`config.mk`:
```
export PLATFORM = sky130hd
export DESIGN_NAME = stepper_valve_position_sequencer_core
export DESIGN_NICKNAME = d
export VERILOG_FILES = /design/src/hdl/svps_pkg.sv /design/src/hdl/svps_step.sv /design/src/hdl/stepper_valve_position_sequencer_core.sv
export SDC_FILE = /design/constraint.sdc
export NUM_CORES = 1
export LEC_CHECK = 0
export ABC_AREA = 1
export ABC_CLOCK_PERIOD_IN_PS = 7300
export BUFFER_PORTS_ARGS = -buffer_cell sky130_fd_sc_hd__buf_2
export CAP_MARGIN = 20
export CORE_UTILIZATION = 60
export DETAILED_ROUTE_END_ITERATION = 10
export PLACE_DENSITY = 0.77
export SKIP_CTS_REPAIR_TIMING = 1
export SKIP_LAST_GASP = 1
export SYNTH_ARGS = -nofsm -noshare
export SYNTH_HDL_FRONTEND = slang
export SYNTH_SLANG_ARGS = --single-unit
```
`constraint.sdc`:
```
create_clock -name clock -period 7.3 [get_ports clock]
set_clock_uncertainty 0.1 [all_clocks]
set_input_delay 1.46 -clock clock [delete_from_list [all_inputs] [get_ports clock]]
set_output_delay 1.46 -clock clock [all_outputs]
set_load 0.005 [all_outputs]
```
`src/hdl/svps_pkg.sv`:
```
`default_nettype none

package svps_pkg;

   // Default geometry of the valve and its timers
   localparam int POSITION_BITS_DEF = 12;
   localparam int DELAY_BITS_DEF    = 10;

   // Input word layout: target_position and open_then_close, padded to whole bytes
   localparam int TARGET_BITS   = 16;
   localparam int REQ_DATA_BITS = 24;
   localparam int REQ_USER_BITS = 2;
   localparam int CSR_INDEX_BITS = 3;

   // Register reset values
   localparam int MAX_POSITION_RST     = 480;
   localparam int ENERGIZE_DELAY_RST   = 500;
   localparam int STEP_PERIOD_RST      = 12;
   localparam int RELEASE_DELAY_RST    = 500;
   localparam int HOME_OPEN_STEPS_RST  = 500;
   localparam int HOME_CLOSE_STEPS_RST = 700;

   // Register indexes
   localparam logic [CSR_INDEX_BITS-1:0] REG_MAX_POSITION     = 3'd0;
   localparam logic [CSR_INDEX_BITS-1:0] REG_ENERGIZE_DELAY   = 3'd1;
   localparam logic [CSR_INDEX_BITS-1:0] REG_STEP_PERIOD      = 3'd2;
   localparam logic [CSR_INDEX_BITS-1:0] REG_RELEASE_DELAY    = 3'd3;
   localparam logic [CSR_INDEX_BITS-1:0] REG_HOME_OPEN_STEPS  = 3'd4;
   localparam logic [CSR_INDEX_BITS-1:0] REG_HOME_CLOSE_STEPS = 3'd5;

   // Action codes
   localparam logic [1:0] ACT_TICK   = 2'd0;
   localparam logic [1:0] ACT_TARGET = 2'd1;
   localparam logic [1:0] ACT_HOME   = 2'd2;

   // Motion state codes, reported as they are
   localparam logic [2:0] MODE_IDLE       = 3'd0;
   localparam logic [2:0] MODE_ENERGIZE   = 3'd1;
   localparam logic [2:0] MODE_RUNNING    = 3'd2;
   localparam logic [2:0] MODE_SETTLE     = 3'd3;
   localparam logic [2:0] MODE_HOME_OPEN  = 3'd4;
   localparam logic [2:0] MODE_HOME_CLOSE = 3'd5;

   typedef struct packed {
      logic [2:0] mode;
      logic [2:0] phase;
      logic       coils;
   } ctrl_type;

   // Half-step coil sequence: bit0 A1, bit1 A2, bit2 B1, bit3 B2
   function automatic logic [3:0] coil_lookup(input logic [2:0] phase);
      logic [3:0] pattern;
      case (phase)
         3'd0:    pattern = 4'd1;
         3'd1:    pattern = 4'd5;
         3'd2:    pattern = 4'd4;
         3'd3:    pattern = 4'd6;
         3'd4:    pattern = 4'd2;
         3'd5:    pattern = 4'd10;
         3'd6:    pattern = 4'd8;
         default: pattern = 4'd9;
      endcase
      return pattern;
   endfunction

endpackage

`default_nettype wire

```
`src/hdl/svps_step.sv`:
```
`default_nettype none

module svps_step #(
   parameter int POSITION_BITS = svps_pkg::POSITION_BITS_DEF,
   parameter int DELAY_BITS    = svps_pkg::DELAY_BITS_DEF
) (
   input  wire logic [1:0]                       action,
   input  wire logic [svps_pkg::TARGET_BITS-1:0] target_position,
   input  wire logic                             open_then_close,
   input  wire logic [POSITION_BITS-1:0]         max_position,
   input  wire logic [DELAY_BITS-1:0]            energize_delay,
   input  wire logic [DELAY_BITS-1:0]            step_period,
   input  wire logic [DELAY_BITS-1:0]            release_delay,
   input  wire logic [DELAY_BITS-1:0]            home_open_steps,
   input  wire logic [DELAY_BITS-1:0]            home_close_steps,
   input  wire svps_pkg::ctrl_type               ctrl_cur,
   input  wire logic [DELAY_BITS-1:0]            delay_cur,
   input  wire logic [POSITION_BITS-1:0]         pos_now_cur,
   input  wire logic [POSITION_BITS-1:0]         pos_goal_cur,
   input  wire logic [DELAY_BITS-1:0]            steps_left_cur,
   output svps_pkg::ctrl_type                    ctrl_nxt,
   output logic [DELAY_BITS-1:0]                 delay_nxt,
   output logic [POSITION_BITS-1:0]              pos_now_nxt,
   output logic [POSITION_BITS-1:0]              pos_goal_nxt,
   output logic [DELAY_BITS-1:0]                 steps_left_nxt,
   output logic                                  home_rejected
);
   import svps_pkg::*;

   logic                     expired;
   logic [DELAY_BITS-1:0]    delay_dec;
   logic [2:0]               phase_up;
   logic [2:0]               phase_dn;
   logic [TARGET_BITS-1:0]   limit_wide;

   // A delay of zero or one expires on this tick
   assign expired    = (delay_cur[DELAY_BITS-1:1] == '0);
   assign delay_dec  = expired ? '0 : delay_cur - 1'b1;
   assign phase_up   = ctrl_cur.phase + 3'd1;
   assign phase_dn   = ctrl_cur.phase - 3'd1;
   assign limit_wide = TARGET_BITS'(max_position);

   always_comb begin
      ctrl_nxt       = ctrl_cur;
      delay_nxt      = delay_cur;
      pos_now_nxt    = pos_now_cur;
      pos_goal_nxt   = pos_goal_cur;
      steps_left_nxt = steps_left_cur;
      home_rejected  = 1'b0;
      case (action)
         ACT_TICK: begin
            case (ctrl_cur.mode)
               MODE_IDLE: begin
                  if (pos_now_cur != pos_goal_cur) begin
                     ctrl_nxt.coils = 1'b1;
                     ctrl_nxt.mode  = MODE_ENERGIZE;
                     delay_nxt      = energize_delay;
                  end
               end
               MODE_ENERGIZE: begin
                  delay_nxt = delay_dec;
                  if (expired) begin
                     delay_nxt     = step_period;
                     ctrl_nxt.mode = MODE_RUNNING;
                  end
               end
               MODE_RUNNING: begin
                  delay_nxt = delay_dec;
                  if (expired) begin
                     if (pos_goal_cur > pos_now_cur) begin
                        ctrl_nxt.phase = phase_up;
                        ctrl_nxt.coils = 1'b1;
                        pos_now_nxt    = pos_now_cur + 1'b1;
                        delay_nxt      = step_period;
                     end else if (pos_goal_cur < pos_now_cur) begin
                        ctrl_nxt.phase = phase_dn;
                        ctrl_nxt.coils = 1'b1;
                        pos_now_nxt    = pos_now_cur - 1'b1;
                        delay_nxt      = step_period;
                     end else begin
                        delay_nxt     = release_delay;
                        ctrl_nxt.mode = MODE_SETTLE;
                     end
                  end
               end
               MODE_SETTLE: begin
                  delay_nxt = delay_dec;
                  if (expired) begin
                     ctrl_nxt.coils = 1'b0;
                     ctrl_nxt.mode  = MODE_IDLE;
                  end
               end
               MODE_HOME_OPEN: begin
                  delay_nxt = delay_dec;
                  if (expired) begin
                     if (steps_left_cur != '0) begin
                        ctrl_nxt.phase = phase_up;
                        ctrl_nxt.coils = 1'b1;
                        steps_left_nxt = steps_left_cur - 1'b1;
                        delay_nxt      = step_period;
                     end else if (home_close_steps == '0) begin
                        // nothing to close: finish right here
                        pos_now_nxt    = '0;
                        ctrl_nxt.mode  = MODE_IDLE;
                        delay_nxt      = '0;
                        steps_left_nxt = '0;
                     end else begin
                        ctrl_nxt.phase = phase_dn;
                        ctrl_nxt.coils = 1'b1;
                        steps_left_nxt = home_close_steps - 1'b1;
                        ctrl_nxt.mode  = MODE_HOME_CLOSE;
                        delay_nxt      = step_period;
                     end
                  end
               end
               MODE_HOME_CLOSE: begin
                  delay_nxt = delay_dec;
                  if (expired) begin
                     if (steps_left_cur != '0) begin
                        ctrl_nxt.phase = phase_dn;
                        ctrl_nxt.coils = 1'b1;
                        steps_left_nxt = steps_left_cur - 1'b1;
                        delay_nxt      = step_period;
                     end else begin
                        pos_now_nxt    = '0;
                        ctrl_nxt.mode  = MODE_IDLE;
                        delay_nxt      = '0;
                        steps_left_nxt = '0;
                     end
                  end
               end
               default: ctrl_nxt.mode = MODE_IDLE;
            endcase
         end
         ACT_TARGET: begin
            pos_goal_nxt = (target_position > limit_wide) ?
                           max_position : target_position[POSITION_BITS-1:0];
         end
         ACT_HOME: begin
            if (ctrl_cur.mode != MODE_IDLE) begin
               home_rejected = 1'b1;
            end else begin
               ctrl_nxt.coils = 1'b1;
               if (open_then_close && (home_open_steps != '0)) begin
                  ctrl_nxt.phase = phase_up;
                  steps_left_nxt = home_open_steps - 1'b1;
                  ctrl_nxt.mode  = MODE_HOME_OPEN;
                  delay_nxt      = step_period;
               end else if (home_close_steps == '0) begin
                  pos_now_nxt    = '0;
                  ctrl_nxt.mode  = MODE_IDLE;
                  delay_nxt      = '0;
                  steps_left_nxt = '0;
               end else begin
                  ctrl_nxt.phase = phase_dn;
                  steps_left_nxt = home_close_steps - 1'b1;
                  ctrl_nxt.mode  = MODE_HOME_CLOSE;
                  delay_nxt      = step_period;
               end
            end
         end
         default: ;
      endcase
   end

endmodule

`default_nettype wire

```
`src/hdl/stepper_valve_position_sequencer_core.sv`:
```
`default_nettype none

// Half-step sequencer for a bipolar stepper valve.
//
// req channel: one word per event. tuser carries the action (tick, new target,
// start homing); tdata carries the target position and the open-then-close flag.
// rsp channel: exactly one status word per request word: coil drive pattern,
// actual and commanded position, motion state, phase and a homing-rejected flag.
// csr channel: register writes (index, data), always ready; write only while
// the sequencer is idle and the response pipe is drained.
//
// A request word is loaded into the input register when it is accepted, then
// carried through the step logic into the response register once that is free.
// Throughput is one word per cycle unless the receiver stalls; the combinational
// step logic is the only path between the two registers. When the receiver
// stalls, the response register holds and the input register keeps its word,
// so req_tready drops only once both are full. Reset clears registers to their
// defaults, puts the valve state at idle, position zero, coils off, and empties
// the pipe.

module stepper_valve_position_sequencer_core #(
   parameter int POSITION_BITS = svps_pkg::POSITION_BITS_DEF,
   parameter int DELAY_BITS    = svps_pkg::DELAY_BITS_DEF,
   localparam int CSR_DATA_BITS = (POSITION_BITS > DELAY_BITS) ? POSITION_BITS : DELAY_BITS,
   localparam int RSP_USED_BITS = 2 * POSITION_BITS + 11,
   localparam int RSP_DATA_BITS = ((RSP_USED_BITS + 7) / 8) * 8
) (
   input  wire logic                                clock,
   input  wire logic                                reset,
   input  wire logic                                req_tvalid,
   output logic                                     req_tready,
   // [15:0] target_position, [16] open_then_close
   input  wire logic [svps_pkg::REQ_DATA_BITS-1:0]  req_tdata,
   // [1:0] action
   input  wire logic [svps_pkg::REQ_USER_BITS-1:0]  req_tuser,
   output logic                                     rsp_tvalid,
   input  wire logic                                rsp_tready,
   // [3:0] coil_pattern, then actual_position, command_position,
   // motion_state (3), phase_index (3), home_rejected (1)
   output logic [RSP_DATA_BITS-1:0]                 rsp_tdata,
   input  wire logic                                csr_valid,
   output logic                                     csr_ready,
   input  wire logic [svps_pkg::CSR_INDEX_BITS-1:0] csr_index,
   input  wire logic [CSR_DATA_BITS-1:0]            csr_data
);
   import svps_pkg::*;

   // configuration registers
   logic [POSITION_BITS-1:0] max_position_ff;
   logic [DELAY_BITS-1:0]    energize_delay_ff;
   logic [DELAY_BITS-1:0]    step_period_ff;
   logic [DELAY_BITS-1:0]    release_delay_ff;
   logic [DELAY_BITS-1:0]    home_open_steps_ff;
   logic [DELAY_BITS-1:0]    home_close_steps_ff;

   // input register
   logic                     in_valid_ff;
   logic [1:0]               in_action_ff;
   logic [TARGET_BITS-1:0]   in_target_ff;
   logic                     in_open_ff;

   // sequencer state
   ctrl_type                 ctrl_ff;
   ctrl_type                 ctrl_in;
   logic [DELAY_BITS-1:0]    delay_ff;
   logic [DELAY_BITS-1:0]    delay_in;
   logic [POSITION_BITS-1:0] pos_now_ff;
   logic [POSITION_BITS-1:0] pos_now_in;
   logic [POSITION_BITS-1:0] pos_goal_ff;
   logic [POSITION_BITS-1:0] pos_goal_in;
   logic [DELAY_BITS-1:0]    steps_left_ff;
   logic [DELAY_BITS-1:0]    steps_left_in;
   logic                     rejected_in;

   // response register
   logic                     rsp_valid_ff;
   logic [RSP_DATA_BITS-1:0] rsp_data_ff;
   logic [RSP_DATA_BITS-1:0] rsp_data_in;

   logic                     rsp_free;
   logic                     advance;
   logic                     req_take;
   logic [3:0]               coil_in;

   // A word moves from the input register to the response register whenever
   // the response slot is empty or being drained this cycle.
   assign rsp_free   = !rsp_valid_ff || rsp_tready;
   assign advance    = in_valid_ff && rsp_free;
   assign req_tready = !in_valid_ff || advance;
   assign req_take   = req_tvalid && req_tready;
   assign csr_ready  = 1'b1;

   assign rsp_tvalid = rsp_valid_ff;
   assign rsp_tdata  = rsp_data_ff;

   svps_step #(
      .POSITION_BITS (POSITION_BITS),
      .DELAY_BITS    (DELAY_BITS)
   ) u_step (
      .action           (in_action_ff),
      .target_position  (in_target_ff),
      .open_then_close  (in_open_ff),
      .max_position     (max_position_ff),
      .energize_delay   (energize_delay_ff),
      .step_period      (step_period_ff),
      .release_delay    (release_delay_ff),
      .home_open_steps  (home_open_steps_ff),
      .home_close_steps (home_close_steps_ff),
      .ctrl_cur         (ctrl_ff),
      .delay_cur        (delay_ff),
      .pos_now_cur      (pos_now_ff),
      .pos_goal_cur     (pos_goal_ff),
      .steps_left_cur   (steps_left_ff),
      .ctrl_nxt         (ctrl_in),
      .delay_nxt        (delay_in),
      .pos_now_nxt      (pos_now_in),
      .pos_goal_nxt     (pos_goal_in),
      .steps_left_nxt   (steps_left_in),
      .home_rejected    (rejected_in)
   );

   // Coils read as all off when de-energized
   assign coil_in = ctrl_in.coils ? coil_lookup(ctrl_in.phase) : 4'd0;

   always_comb begin
      rsp_data_in = '0;
      rsp_data_in[RSP_USED_BITS-1:0] = {rejected_in, ctrl_in.phase, ctrl_in.mode,
                                        pos_goal_in, pos_now_in, coil_in};
   end

   // control state, configuration and sequencer state
   always_ff @(posedge clock) begin
      if (reset) begin
         in_valid_ff         <= 1'b0;
         rsp_valid_ff        <= 1'b0;
         max_position_ff     <= POSITION_BITS'(MAX_POSITION_RST);
         energize_delay_ff   <= DELAY_BITS'(ENERGIZE_DELAY_RST);
         step_period_ff      <= DELAY_BITS'(STEP_PERIOD_RST);
         release_delay_ff    <= DELAY_BITS'(RELEASE_DELAY_RST);
         home_open_steps_ff  <= DELAY_BITS'(HOME_OPEN_STEPS_RST);
         home_close_steps_ff <= DELAY_BITS'(HOME_CLOSE_STEPS_RST);
         ctrl_ff             <= '{mode: MODE_IDLE, phase: 3'd0, coils: 1'b0};
         delay_ff            <= '0;
         pos_now_ff          <= '0;
         pos_goal_ff         <= '0;
         steps_left_ff       <= '0;
      end else begin
         if (req_take) begin
            in_valid_ff <= 1'b1;
         end else if (advance) begin
            in_valid_ff <= 1'b0;
         end
         if (advance) begin
            rsp_valid_ff <= 1'b1;
         end else if (rsp_tready) begin
            rsp_valid_ff <= 1'b0;
         end
         // advance the sequencer once per word
         if (advance) begin
            ctrl_ff       <= ctrl_in;
            delay_ff      <= delay_in;
            pos_now_ff    <= pos_now_in;
            pos_goal_ff   <= pos_goal_in;
            steps_left_ff <= steps_left_in;
         end
         if (csr_valid && csr_ready) begin
            case (csr_index)
               REG_MAX_POSITION:     max_position_ff     <= csr_data[POSITION_BITS-1:0];
               REG_ENERGIZE_DELAY:   energize_delay_ff   <= csr_data[DELAY_BITS-1:0];
               REG_STEP_PERIOD:      step_period_ff      <= csr_data[DELAY_BITS-1:0];
               REG_RELEASE_DELAY:    release_delay_ff    <= csr_data[DELAY_BITS-1:0];
               REG_HOME_OPEN_STEPS:  home_open_steps_ff  <= csr_data[DELAY_BITS-1:0];
               REG_HOME_CLOSE_STEPS: home_close_steps_ff <= csr_data[DELAY_BITS-1:0];
               default: ;
            endcase
         end
      end
   end

   // payload: capture on accept, hold while stalled
   always_ff @(posedge clock) begin
      if (req_take) begin
         in_action_ff <= req_tuser;
         in_target_ff <= req_tdata[TARGET_BITS-1:0];
         in_open_ff   <= req_tdata[TARGET_BITS];
      end
      if (advance) begin
         rsp_data_ff <= rsp_data_in;
      end
   end

   // coils are only ever off while idle
   assert property (@(posedge clock) disable iff (reset)
      !ctrl_ff.coils |-> (ctrl_ff.mode == MODE_IDLE))
      else $error("coils off outside idle");

   // phase moves at most one half step per word
   assert property (@(posedge clock) disable iff (reset)
      1'b1 |=> (ctrl_ff.phase == $past(ctrl_ff.phase)) ||
               (ctrl_ff.phase == $past(ctrl_ff.phase) + 3'd1) ||
               (ctrl_ff.phase == $past(ctrl_ff.phase) - 3'd1))
      else $error("phase jumped by more than one half step");

   // actual position holds while homing is under way
   assert property (@(posedge clock) disable iff (reset)
      ((ctrl_ff.mode == MODE_HOME_OPEN) || (ctrl_ff.mode == MODE_HOME_CLOSE)) &&
      ((ctrl_in.mode == MODE_HOME_OPEN) || (ctrl_in.mode == MODE_HOME_CLOSE))
      |-> (pos_now_in == pos_now_ff))
      else $error("position changed during homing");

   // a rejected homing request is only reported outside idle
   assert property (@(posedge clock) disable iff (reset)
      rsp_valid_ff && rsp_data_ff[RSP_USED_BITS-1] |->
      (rsp_data_ff[2*POSITION_BITS+6:2*POSITION_BITS+4] != MODE_IDLE))
      else $error("homing rejected while idle");

endmodule

`default_nettype wire

```
==> After elaboration in Yosys (flattened, before gate mapping) <==
Cells that the tools add are included.
{ "word_totals": {"reg_bits": 169, "input_bits": 46, "out_inout_bits": 43, "word_cells": 153} }
{ "op_classes": {"n_mux": 69, "eq_ne": 25, "magnitude_cmp": 3, "reduce_logical": 27, "add_sub_neg": 8} }
{ "op_table": {"columns": ["cell", "n"], "rows": [
  ["10-bit two-way mux", 20],
  ["12-bit two-way mux", 12],
  ["10-bit one-hot mux with 2 select lines", 3],
  ["10-bit one-hot mux with 6 select lines", 1],
  ["10-bit by 1-bit subtractor with 10-bit output, second input constant", 4],
  ["12-bit one-hot mux with 3 select lines", 1],
  ["7-bit two-way mux", 4],
  ["4-bit one-hot mux with 7 select lines", 1],
  ["3-bit two-way mux", 9],
  ["12-bit one-hot mux with 2 select lines", 1],
  ["3-bit equality test, second input constant", 7],
  ["4-bit two-way mux", 5],
  ["10-bit nonzero test", 2],
  ["3-bit by 2-bit equality test with 1-bit output, second input constant", 6],
  ["3-bit one-hot mux with 6 select lines", 1],
  ["16-bit by 12-bit > comparator with 1-bit output", 1],
  ["7-bit one-hot mux with 2 select lines", 1],
  ["12-bit by 1-bit adder with 12-bit output, second input constant", 1],
  ["12-bit > comparator", 1],
  ["12-bit less-than comparator", 1],
  ["12-bit inequality test", 1],
  ["2-bit AND reduction", 6],
  ["12-bit by 1-bit subtractor with 12-bit output, second input constant", 1],
  ["10-bit zero test", 1],
  ["other kinds (23)", 41]
]} }

==> Longest topological paths before layout <==
Gate-level depths: netlist of the first run.
{ "logic_depth": {"ltp_word": 8, "mapped_depth": 21, "depth_no_buf": 20} }

==> Modules after synthesis <==
Synthesis of the first run repeated with hierarchy kept, for this count alone.
{ "unflattened": {"cells_unflattened": 1711, "hier_area_um2": 11293.3} }
{ "by_module_without_submodules": {"columns": ["mod", "instances", "area_each_um2", "cells_per_inst", "seq_area_each_um2"], "rows": [
  ["stepper_valve_position_sequencer_core", 1, 6283.5, 690, 3923.8],
  ["svps_step", 1, 5009.8, 1021, 0.0]
]} }

==> Worst setup path before layout of the first run <==
Ideal clock, no wire load.
{ "synth_timing": {"path_type": "input -> register", "from": "in rsp_tready", "to": "reg rsp_data_ff[0] (netlist: rsp_tdata[0]), enable pin", "required_time_ns": 6.787, "arrival_ns": 2.953, "setup_time_ns": 0.413, "slack_ns": 3.834, "stages": 5, "n_path_buf": 1, "cell_sequence": "inv_1 -> nand2_1 -> nand2_1 -> clkinv_1 -> clkbuf_1"} }
{ "synth_between": {"elab_chain_cells": 2} }
{ "synth_rtl": {"columns": ["item", "line", "text"], "rows": [
  ["start: declaration", "stepper_valve_position_sequencer_core.sv:37", "input wire logic rsp_tready,"],
  ["1-bit logical OR", "stepper_valve_position_sequencer_core.sv:87", "assign rsp_free = !rsp_valid_ff || rsp_tready;"],
  ["1-bit logical AND", "stepper_valve_position_sequencer_core.sv:88", "assign advance = in_valid_ff && rsp_free;"],
  ["named net advance", "stepper_valve_position_sequencer_core.sv:81", "logic advance;"],
  ["end signal: assignment", "stepper_valve_position_sequencer_core.sv:188", "rsp_data_ff <= rsp_data_in;"],
  ["end: declaration", "stepper_valve_position_sequencer_core.sv:77", "logic [RSP_DATA_BITS-1:0] rsp_data_ff;"]
]} }
The timed path passes the listed nets, and every way through them passes these cells.
A chain may end at the register's enable or synchronous reset.

==> Final worst setup path of the first run <==
{ "layout_timing": {"from": "reg ctrl_ff[6] (netlist name)", "to": "reg pos_now_ff[5]"} }
{ "layout_between": {"elab_chain_cells": 3, "word_cells_on_any_way": 7, "cone_classes": "3 x eq/ne; 3 x mux; 1 x reduce/logical"} }
{ "layout_rtl": {"columns": ["item", "line", "text"], "rows": [
  ["start: declaration", "stepper_valve_position_sequencer_core.sv:63", "ctrl_type ctrl_ff;"],
  ["start signal: assignment", "stepper_valve_position_sequencer_core.sv:142", "ctrl_ff <= '{mode: MODE_IDLE, phase: 3'd0, coils: 1'b0};"],
  ["start signal: assignment", "stepper_valve_position_sequencer_core.sv:160", "ctrl_ff <= ctrl_in;"],
  ["3-bit equality test (tied with other cells)", "svps_step.sv:52", "case (ctrl_cur.mode)"],
  ["12-bit one-hot mux with 3 select lines or 12-bit two-way mux (tied branches)", "svps_step.sv:52, svps_step.sv:140", null],
  ["12-bit one-hot mux with 2 select lines *", "svps_step.sv:50", "case (action)"],
  ["end signal: assignment", "stepper_valve_position_sequencer_core.sv:162", "pos_now_ff <= pos_now_in;"],
  ["end: declaration", "stepper_valve_position_sequencer_core.sv:67", "logic [POSITION_BITS-1:0] pos_now_ff;"]
]} }
Mark *: on every way between the ends. The rest lies on a longest branch, timed or not.

==> results of run 1 <==
## logic make-up after synthesis
group	share of synthesized area, %
buffers and inverters	9.82
XOR/XNOR	2.45
adder cells (fa/ha/maj)	3.86
AND/OR/NAND/NOR	28.5
flip-flops	37.9
AO/OA/AOI/OAI	17.4
other	0.0725
## through the flow
| step | std cells | worst slack [ns] |
|---|---|---|
| 6_report | 1776 | 3.79 |
| 5_1_grt | 1776 | 3.62 |
| 4_1_cts | 1776 | 3.87 |
| 3_5_place_dp | 1744 | 3.49 |
| 3_3_place_gp | 1744 | 3.53 |
| 2_1_floorplan | 1512 | 3.83 |
## cell usage after synthesis (15+ instances only)
library cell / number
clkbuf_1: 40
ha_1: 32
o211ai_1: 41
xor2_1: 24
edfxtp_1: 54
o21ai_1: 32
dfxtp_1: 115
a21oi_1: 127
nor2_1: 145
o21ai_0: 95
nor3_1: 15
nand3_1: 93
buf_2: 17
nand2_1: 397
inv_2: 26
inv_1: 154
## state kept, by name, indices dropped and copies added, names as in the netlist
| register | cells |
|---|---|
| ctrl_ff | 7 |
| release_delay_ff | 10 |
| rsp_tvalid | 1 |
| delay_ff | 10 |
| in_action_ff | 2 |
| steps_left_ff | 10 |
| in_target_ff | 16 |
| step_period_ff | 10 |
| in_open_ff | 1 |
| energize_delay_ff | 10 |
| pos_goal_ff | 12 |
| pos_now_ff | 12 |
| home_close_steps_ff | 10 |
| home_open_steps_ff | 10 |
| max_position_ff | 12 |
| in_valid_ff | 1 |
| rsp_tdata | 35 |
## worst paths after layout
path | startpoint | to | slack, ns | cells past startpoint
max | ctrl_ff[6] | pos_now_ff[5] | 3.79 | 12
min reg2reg | release_delay_ff[0] | release_delay_ff[0] | 0.36 | 2
min | release_delay_ff[0] | release_delay_ff[0] | 0.36 | 2
max reg2reg | ctrl_ff[6] | pos_now_ff[5] | 3.79 | 12
## power breakdown
group / internal, mW / switching, mW
registers: 1.03 / 0.0421
logic: 0.205 / 0.431
clock network: 0.500 / 0.418
## cell type report
class | count | share of cell area [%]
repair buffers | 81 | 3.71
multi-input cells | 1089 | 48.0
inverters | 185 | 6.14
well taps | 220 | 2.43
clock inverters | 12 | 1.10
clock buffers | 20 | 4.03
flip-flops and latches | 169 | 34.6
## critical path, stage by stage (launching register included)
cell	delay (ns)
dfxtp_1	0.53
nor2_1	0.12
nand2_1	0.40
inv_1	0.52
nor2_4	0.66
inv_1	0.16
nand3_1	0.45
o21ai_1	0.13
nand2_1	0.10
nand2_1	0.08
nand3_1	0.09
nand2_1	0.07
inv_1	0.05
## routing by layer
metal,GRT usage [%],part of all wire (%),vias to the layer above
li1,-,-,5007
met1,43.2,44,4488
met2,48.4,45,458
met3,5.59,8.9,44
met4,10.7,1.9,0
met5,0,0,-
## layout by cell type (no fill, tap or decap), drive strengths merged, types with 2 or more instances in the layout
cell type,count
nand2,410
inv,190
nor2,156
a21oi,129
o21ai,127
dfxtp,115
nand3,96
buf,81
edfxtp,54
o211ai,41
ha,32
xor2,24
clkbuf,20
nor3,18
nand4,8
or2,7
o22ai,6
conb,6
clkinv,6
xnor2,5
a22oi,3
o221ai,3
o2111ai,2
nand3b,2
nor4,2
o31ai,2
a31oi,2
a21boi,2
==> flow_metrics.py, run 1 <==
metrics = {
    "clock_network": {
        "clockRootBuffer": "clkbuf_16",
        "cts_sinks": 169,
        "cts_max_path_buffers": 2,
        "clkSlewWorstSetupHoldPaths_ns": 0.07,
        "cts_max_level": 4,
        "clock_latency_ns": 0.45,
        "cts_buffers": 17,
        "cts_tree": "built",
    },
    "synthesis": {
        "yosysTopAreaCellShare_pct": 22.2,
        "synth.avg_cell_area_sq_um": 6.87,
        "yosysSeqAreaShare_pct": 37.9,
        "ys_warn_count": 0,
        "ys_types": 49,
        "synthCells": 1508,
        "async_flop_share_pct": 0,
        "synth_area_leaders": "dfxtp_1 (22%), edfxtp_1 (16%), nand2_1 (14%)",
        "syn_area_sq_um": 10400,
        "yosys_register_bits": 169,
        "synth_edf_count": 54,
        "yosys.area.top_type": "dfxtp_1",
        "synthFlopType": "dfxtp_1",
    },
    "place": {
        "place_area_sq_um": 10700,
        "portBuffers": 75,
        "dpl.hpwl_mm": 18.6,
        "routabilityCongestion": 0.942,
    },
    "sta": {
        "maxSlewViolCount": 0,
        "hold-worst-slack_ns": 0.359,
        "fin_crit_sh_pct": 48.1,
        "rsz0062_at_grt": "no",
        "tns_ns": 0,
        "fmax_mhz": 285,
        "worst_slew_pin_slew_ns": 1.07,
        "fin_crit_ns": 3.51,
        "max_slew_margin_pct": 28.6,
        "hold_viol": 0,
        "setup_viol": 0,
    },
    "power": {
        "p_leak_nw": 5.41,
        "peakVddDrop_mv": 0.194,
        "power.density_nw_per_um2": 231,
        "power.total_mw": 2.62,
    },
    "cells_and_area": {
        "final_cell_area_sq_um": 11300,
        "fin_nets": 1621,
        "final_util_pct": 67.8,
        "num_antenna_cells": 0,
        "drive_gt1_share_pct": 11.5,
        "multiInputGateArea_sq_um": 5430,
        "nFillCells": 1499,
        "synthToLayoutAreaGrowth_pct": 9.37,
        "register_area_sq_um": 3920,
    },
    "route": {
        "detail_route.wl_per_cell_um": 15.2,
        "drc": 0,
        "dr.pass1.iters": 8,
        "routed_via_density": 5.63,
        "detail-route-antenna-nets": 0,
        "initialDrtViolationCount": 1087,
        "wl_mm": 27.0,
        "vias": 9997,
    },
    "global_routing": {
        "antenna_found_initial": 0,
        "grt_overflow": 0,
        "grtUsageTotal_pct": 31.0,
        "grt_max_degree": 78,
        "grt_pass1_vias": 8746,
        "grt_pass1_wl_mm": 43.7,
    },
    "setup_path": {
        "start_kind": "register",
        "required_ns": 7.59,
        "cp_max_fo": 25,
        "cp_data_arrival_time_ns": 3.80,
        "endpoint_kind": "register",
        "critical_path_class": "reg2reg",
    },
    "floorplan": {
        "start_util_pct": 62.0,
        "num_rows": 47,
        "num_io_pins": 89,
        "core_sq_um": 16700,
        "die_h_um": 133,
        "die_x_um": 133,
        "dieArea_sq_um": 17800,
    },
    "status": {
        "status": "completed",
    },
    "flow_run": {
        "cap_violations": 0,
    },
    "worst_hold_path": {
        "hp-class": "reg2reg",
    },
}
(Power assumes the default switching activity.)
==> inputs of run 2 (changes only) <==
- ABC_AREA: 1 -> 0
- ABC_CLOCK_PERIOD_IN_PS: 7300 -> 3000
- CORE_UTILIZATION: 60 -> 54
- PLACE_DENSITY: 0.77 -> 0.73
- clock period: 7.3 -> 3 ns (I/O delays scaled with it)
==> run 2 against run 1 <==
  * The flow now finishes with violations (setup timing)
  * Global-route usage up 1.3 points
  * Wire length up 12%
  * Cell count down 11%
  * Sequential share of layout area down 1.7 points
  * Combinational power up 130%
  * Area after synthesis down 6.1%
  * Design area up 5.4%
  * Fmax up 16%
  * First-iteration DRC count up 2.1%
  * Synthesized cell count down 20%
  * Largest power group unchanged
==> flow_metrics.py, run 2 <==
metrics = {
    "floorplan": {
        "core_sq_um": 17400,
        "num_io_pins": 89,
        "start_util_pct": 55.8,
        "dieArea_sq_um": 18500,
        "num_rows": 48,
        "die_x_um": 136,
        "die_h_um": 136,
    },
    "sta": {
        "maxSlewViolCount": 0,
        "fmax_mhz": 331,
        "max_slew_margin_pct": 28.5,
        "rsz0062_at_grt": "yes",
        "fin_crit_ns": 3.02,
        "worst_slew_pin_slew_ns": 1.07,
        "setup_viol": 1,
        "fin_ws_ns": -0.0214,
        "tns_ns": -0.0214,
        "fin_crit_sh_pct": 101,
        "hold_viol": 0,
    },
    "synthesis": {
        "synth_area_leaders": "dfxtp_1 (24%), edfxtp_1 (17%), nand2_1 (7.5%)",
        "yosys.area_share.adder_pct": 4.12,
        "synth_edf_count": 54,
        "synth.avg_cell_area_sq_um": 8.11,
        "async_flop_share_pct": 0,
        "syn_area_sq_um": 9720,
        "yosysSeqAreaShare_pct": 40.3,
        "yosys.area.top_type": "dfxtp_1",
        "synth-xor-area-share_pct": 2.16,
        "synth_top_family_by_area": "compound AO/OA/AOI/OAI gates",
        "muxShareOfSynthArea_pct": 1.65,
        "yosysMostFrequentCell": "nand2_1",
        "synth_compound_area_share_pct": 23.8,
        "yosysTopAreaCellShare_pct": 23.7,
        "ys_top_cells_by_count": "nand2_1 (195), a21oi_1 (130), dfxtp_1 (115)",
        "ys_warn_count": 0,
        "ys_types": 78,
        "synthFlopType": "dfxtp_1",
        "yosys_register_bits": 169,
        "synth_simple_gate_area_share_pct": 22.8,
        "synthCells": 1199,
    },
    "worst_hold_path": {
        "hold_depth": 1,
        "hp-class": "in2reg",
    },
    "clock_network": {
        "cts_max_level": 4,
        "cts_max_path_buffers": 2,
        "cts_tree": "built",
        "cts_sinks": 169,
        "cts_buffers": 17,
        "clockRootBuffer": "clkbuf_16",
        "clock_latency_ns": 0.44,
        "clkSlewWorstSetupHoldPaths_ns": 0.07,
    },
    "setup_path": {
        "endpoint_kind": "register",
        "reg2regPathDepth": 10,
        "start_kind": "register",
        "cp_data_arrival_time_ns": 3.21,
        "critical_path_class": "reg2reg",
        "cp_max_fo": 4,
        "required_ns": 3.19,
    },
    "cells_and_area": {
        "largest_register_ffs": 35,
        "mostFrequentLayoutCells": "nand2_1 (195), a21oi_1 (127), buf_4 (119)",
        "final_common_cell": "nand2_1",
        "drive_gt1_share_pct": 22.3,
        "num_antenna_cells": 0,
        "fin_nets": 1423,
        "synthToLayoutAreaGrowth_pct": 22.8,
    },
    "place": {
        "place_ws_ns": -0.102,
        "dpl.hpwl_mm": 21.5,
        "portBuffers": 75,
        "routabilityCongestion": 0.957,
    },
    "route": {
        "dr.pass1.iters": 6,
        "routed_via_density": 6.22,
        "detail-route-antenna-nets": 0,
        "drc": 0,
        "wl_mm": 30.1,
        "initialDrtViolationCount": 1110,
        "vias": 9848,
        "detail_route.wl_per_cell_um": 19.0,
    },
    "power": {
        "power.total_mw": 6.26,
        "peakVddDrop_mv": 0.446,
        "p_leak_nw": 4.75,
        "power.density_nw_per_um2": 524,
    },
    "global_routing": {
        "antenna_found_initial": 0,
        "grt_max_degree": 61,
        "grtUsageTotal_pct": 32.4,
        "grt_pass1_vias": 8842,
        "grt_pass1_wl_mm": 46.4,
        "grt_overflow": 0,
    },
    "flow_run": {
        "cap_violations": 0,
    },
    "status": {
        "status": "finished, violations left",
        "violations": "setup timing",
    },
}
## run 2: cell count changes after synthesis, sizes merged, moves of 17 or more
cell	delta
clkbuf	+25
a31oi	+18
o211ai	-25
nor2	-69
buf	-17
nand2	-215
o21ai	-54
nand3	-44
nor3	+18
inv	-136
## run 2: final cells by class
| cell class | count | area [sq um] |
|---|---|---|
| multi-input cells | 912 | 5570 |
| clock inverters | 15 | 179 |
| inverters | 45 | 169 |
| repair buffers | 200 | 1390 |
| clock buffers | 17 | 425 |
| fillers | 1476 | 5470 |
| well taps | 225 | 282 |
| flip-flops and latches | 169 | 3930 |
## run 2: cell families (layout without fill, tap and decap cells)
logic type      Yosys count  count (layout)
compound gates          364             364
xor+xnor                 24              24
fa+ha+maj                32              32
buf+inv                 122             277
flops                   169             169
mux                      16              16
other cells               2               6
simple gates            470             470
## run 2: critical path, cell delays in order (launching register included)
cell     delay [ns]
dfxtp_2        0.32
inv_1          0.12
ha_4           0.22
buf_4          0.13
a21oi_1        0.29
o221a_4        0.29
a21oi_2        0.07
and4_1         0.22
or4_4          0.55
or3_4          0.40
a21oi_2        0.14
## run 2: through the flow
step | cell area [sq um] | hold slack (ns) | std cells | utilization, %
finish | 11900 | 0.228 | 1583 | 68.6
global route | 11900 | 0.216 | 1583 | 68.6
CTS | 11700 | 0.219 | 1577 | 67.1
detailed placement | 11100 | 0.362 | 1545 | 63.6
global placement | 11100 | 0.343 | 1545 | 63.6
floorplan | 9800 | 0.333 | 1203 | -
## run 2: worst paths after layout
kind / startpoint / end / slack, ns
min: req_tuser[1] / in_action_ff[1] / 0.23
min reg2reg: energize_delay_ff[1] / energize_delay_ff[1] / 0.37
max reg2reg: pos_now_ff[11] / rsp_tdata[1] / -0.02
max: pos_now_ff[11] / rsp_tdata[1] / -0.02
## run 2: power by group
group          switching (mW)  total, mW  internal (mW)
sequential             0.0714       2.53           2.46
clock                    1.05       2.25           1.19
combinational           0.879       1.48          0.602
## run 2: layer usage
layer  wire (um)  part of all wire (%)  vias to the layer above  global-route usage (%)
met4         694                   2.3                        0                    11.2
met5           0                     0                        -                       0
li1            -                     -                     4665                       -
met3        2510                   8.3                       72                    5.26
met2       13600                    45                      495                    49.8
met1       13300                    44                     4616                    45.7
==> inputs of run 3 (changes only) <==
- ABC_CLOCK_PERIOD_IN_PS: 3000 -> 3170
- CORE_UTILIZATION: 54 -> 60
- PLACE_DENSITY: 0.73 -> 0.77
- clock period: 3 -> 3.17 ns (I/O delays scaled with it)
==> run 3 against run 2 <==
  * The flow now finishes without violations
  * Fmax down 1.6%
  * Non-clock buffer count down 43
  * Via count down 0.89%
  * Global-route usage up 2.3 points
  * Sequential power down 5%
  * Cell count down 3.3%
  * First-iteration DRC count down 6.6%
  * Sequential cell count unchanged
  * Register-to-register slack better by 0.12 ns
  * Critical endpoint is now rsp_tdata[26]
  * Largest power group unchanged
==> flow_metrics.py, run 3 (synthesis gave the netlist of run 2 again) <==
metrics = {
    "place": {
        "routabilityCongestion": 0.982,
        "dpl.hpwl_mm": 20.6,
        "portBuffers": 75,
        "dpl.cell_count": 1499,
    },
    "route": {
        "vias": 9760,
        "detail-route-antenna-nets": 0,
        "drc": 0,
        "wl_mm": 28.6,
        "initialDrtViolationCount": 1037,
        "routed_via_density": 6.37,
        "dr.pass1.iters": 8,
        "detail_route.wl_per_cell_um": 18.7,
    },
    "setup_path": {
        "cp_max_fo": 8,
        "endpoint_kind": "register",
        "required_ns": 3.24,
        "critical_path_class": "reg2reg",
        "start_kind": "register",
        "cp_data_arrival_time_ns": 3.14,
    },
    "sta": {
        "fin_crit_sh_pct": 96.9,
        "setup_viol": 0,
        "worst_slew_pin_slew_ns": 1.12,
        "hold_viol": 0,
        "hold-worst-slack_ns": 0.271,
        "fin_crit_ns": 3.07,
        "fmax_mhz": 326,
        "maxSlewViolCount": 0,
        "max_slew_margin_pct": 25.4,
    },
    "power": {
        "p_leak_nw": 4.48,
        "power.total_mw": 5.76,
        "power.density_nw_per_um2": 508,
        "peakVddDrop_mv": 0.499,
    },
    "cells_and_area": {
        "synthToLayoutAreaGrowth_pct": 16.6,
        "drive_gt1_share_pct": 17.6,
        "mostFrequentLayoutCells": "nand2_1 (195), a21oi_1 (129), dfxtp_1 (114)",
        "final_common_cell": "nand2_1",
        "final_util_pct": 71.7,
        "num_antenna_cells": 0,
        "fin_nets": 1380,
        "layoutNonFillerInstCount": 1531,
        "largest_register_ffs": 35,
    },
    "clock_network": {
        "cts_tree": "built",
        "cts_sinks": 169,
        "clock_latency_ns": 0.44,
        "clockRootBuffer": "clkbuf_16",
        "clkSlewWorstSetupHoldPaths_ns": 0.07,
        "cts_buffers": 17,
        "cts_max_path_buffers": 2,
        "cts_max_level": 4,
    },
    "flow_run": {
        "cap_violations": 0,
    },
    "global_routing": {
        "grt_pass1_wl_mm": 44.8,
        "grtUsageTotal_pct": 34.7,
        "grt_max_degree": 61,
        "antenna_found_initial": 0,
        "grt_pass1_vias": 8538,
        "grt_overflow": 0,
    },
    "status": {
        "status": "completed",
    },
    "floorplan": {
        "die_h_um": 129,
        "core_sq_um": 15800,
        "num_rows": 46,
        "start_util_pct": 61.4,
        "dieArea_sq_um": 16700,
        "num_io_pins": 89,
        "die_x_um": 129,
    },
    "worst_hold_path": {
        "hp-class": "in2reg",
    },
}
[run 3: changes by cell type in the layout (fill, tap and decap cells not counted), moves of 4 or more]
cell     change
dfxtp_2      -7
inv_2        -4
buf_4       -37
dfxtp_1      +7
ha_4         -7
buf_12       -4
ha_1         +7
inv_1        +4
[run 3: worst max-delay path: stages (launching register included)]
cell	delay, ns
dfxtp_1	0.38
inv_1	0.06
ha_1	0.30
nor2b_1	0.14
o21a_1	0.17
o21ai_0	0.20
a21oi_1	0.11
o31a_1	0.29
o31ai_2	0.26
buf_4	0.24
mux2i_1	0.42
a21oi_1	0.13
[run 3: cell type report]
class	instances	area, sq um
multi-input cells	912	5400
fillers	1245	4490
flip-flops and latches	169	3930
repair buffers	157	991
clock buffers	17	425
well taps	216	270
inverters	45	169
clock inverters	15	160
[run 3: routing by layer]
metal	GRT usage, %	vias up	wire length [um]
met2	54.1	526	12900
met5	0	-	0
li1	-	4591	-
met1	47.9	4578	12300
met3	6.69	65	2670
met4	12.3	0	736
[run 3: final timing paths]
| path | startpoint | endpoint | slack, ns | cells after the start |
|---|---|---|---|---|
| max | max_position_ff[1] | rsp_tdata[26] | 0.1 | 11 |
| min | req_tdata[16] | in_open_ff | 0.27 | 1 |
| max reg2reg | max_position_ff[1] | rsp_tdata[26] | 0.1 | 11 |
| min reg2reg | release_delay_ff[3] | release_delay_ff[3] | 0.36 | 2 |
[run 3: per-stage QoR]
stage | setup TNS [ns] | setup WS (ns) | area (sq um)
after floorplan | 0 | 0.0256 | 9740
after detailed placement | 0 | 0.0591 | 10700
after CTS | 0 | 0.0115 | 11300
after global placement | 0 | 0.0767 | 10700
after global routing | -0.0323 | -0.0255 | 11300
final | 0 | 0.0988 | 11300
[run 3: where the power goes]
group          internal, mW  switching [mW]
combinational         0.473           0.777
clock                  1.12           0.988
sequential             2.33          0.0737
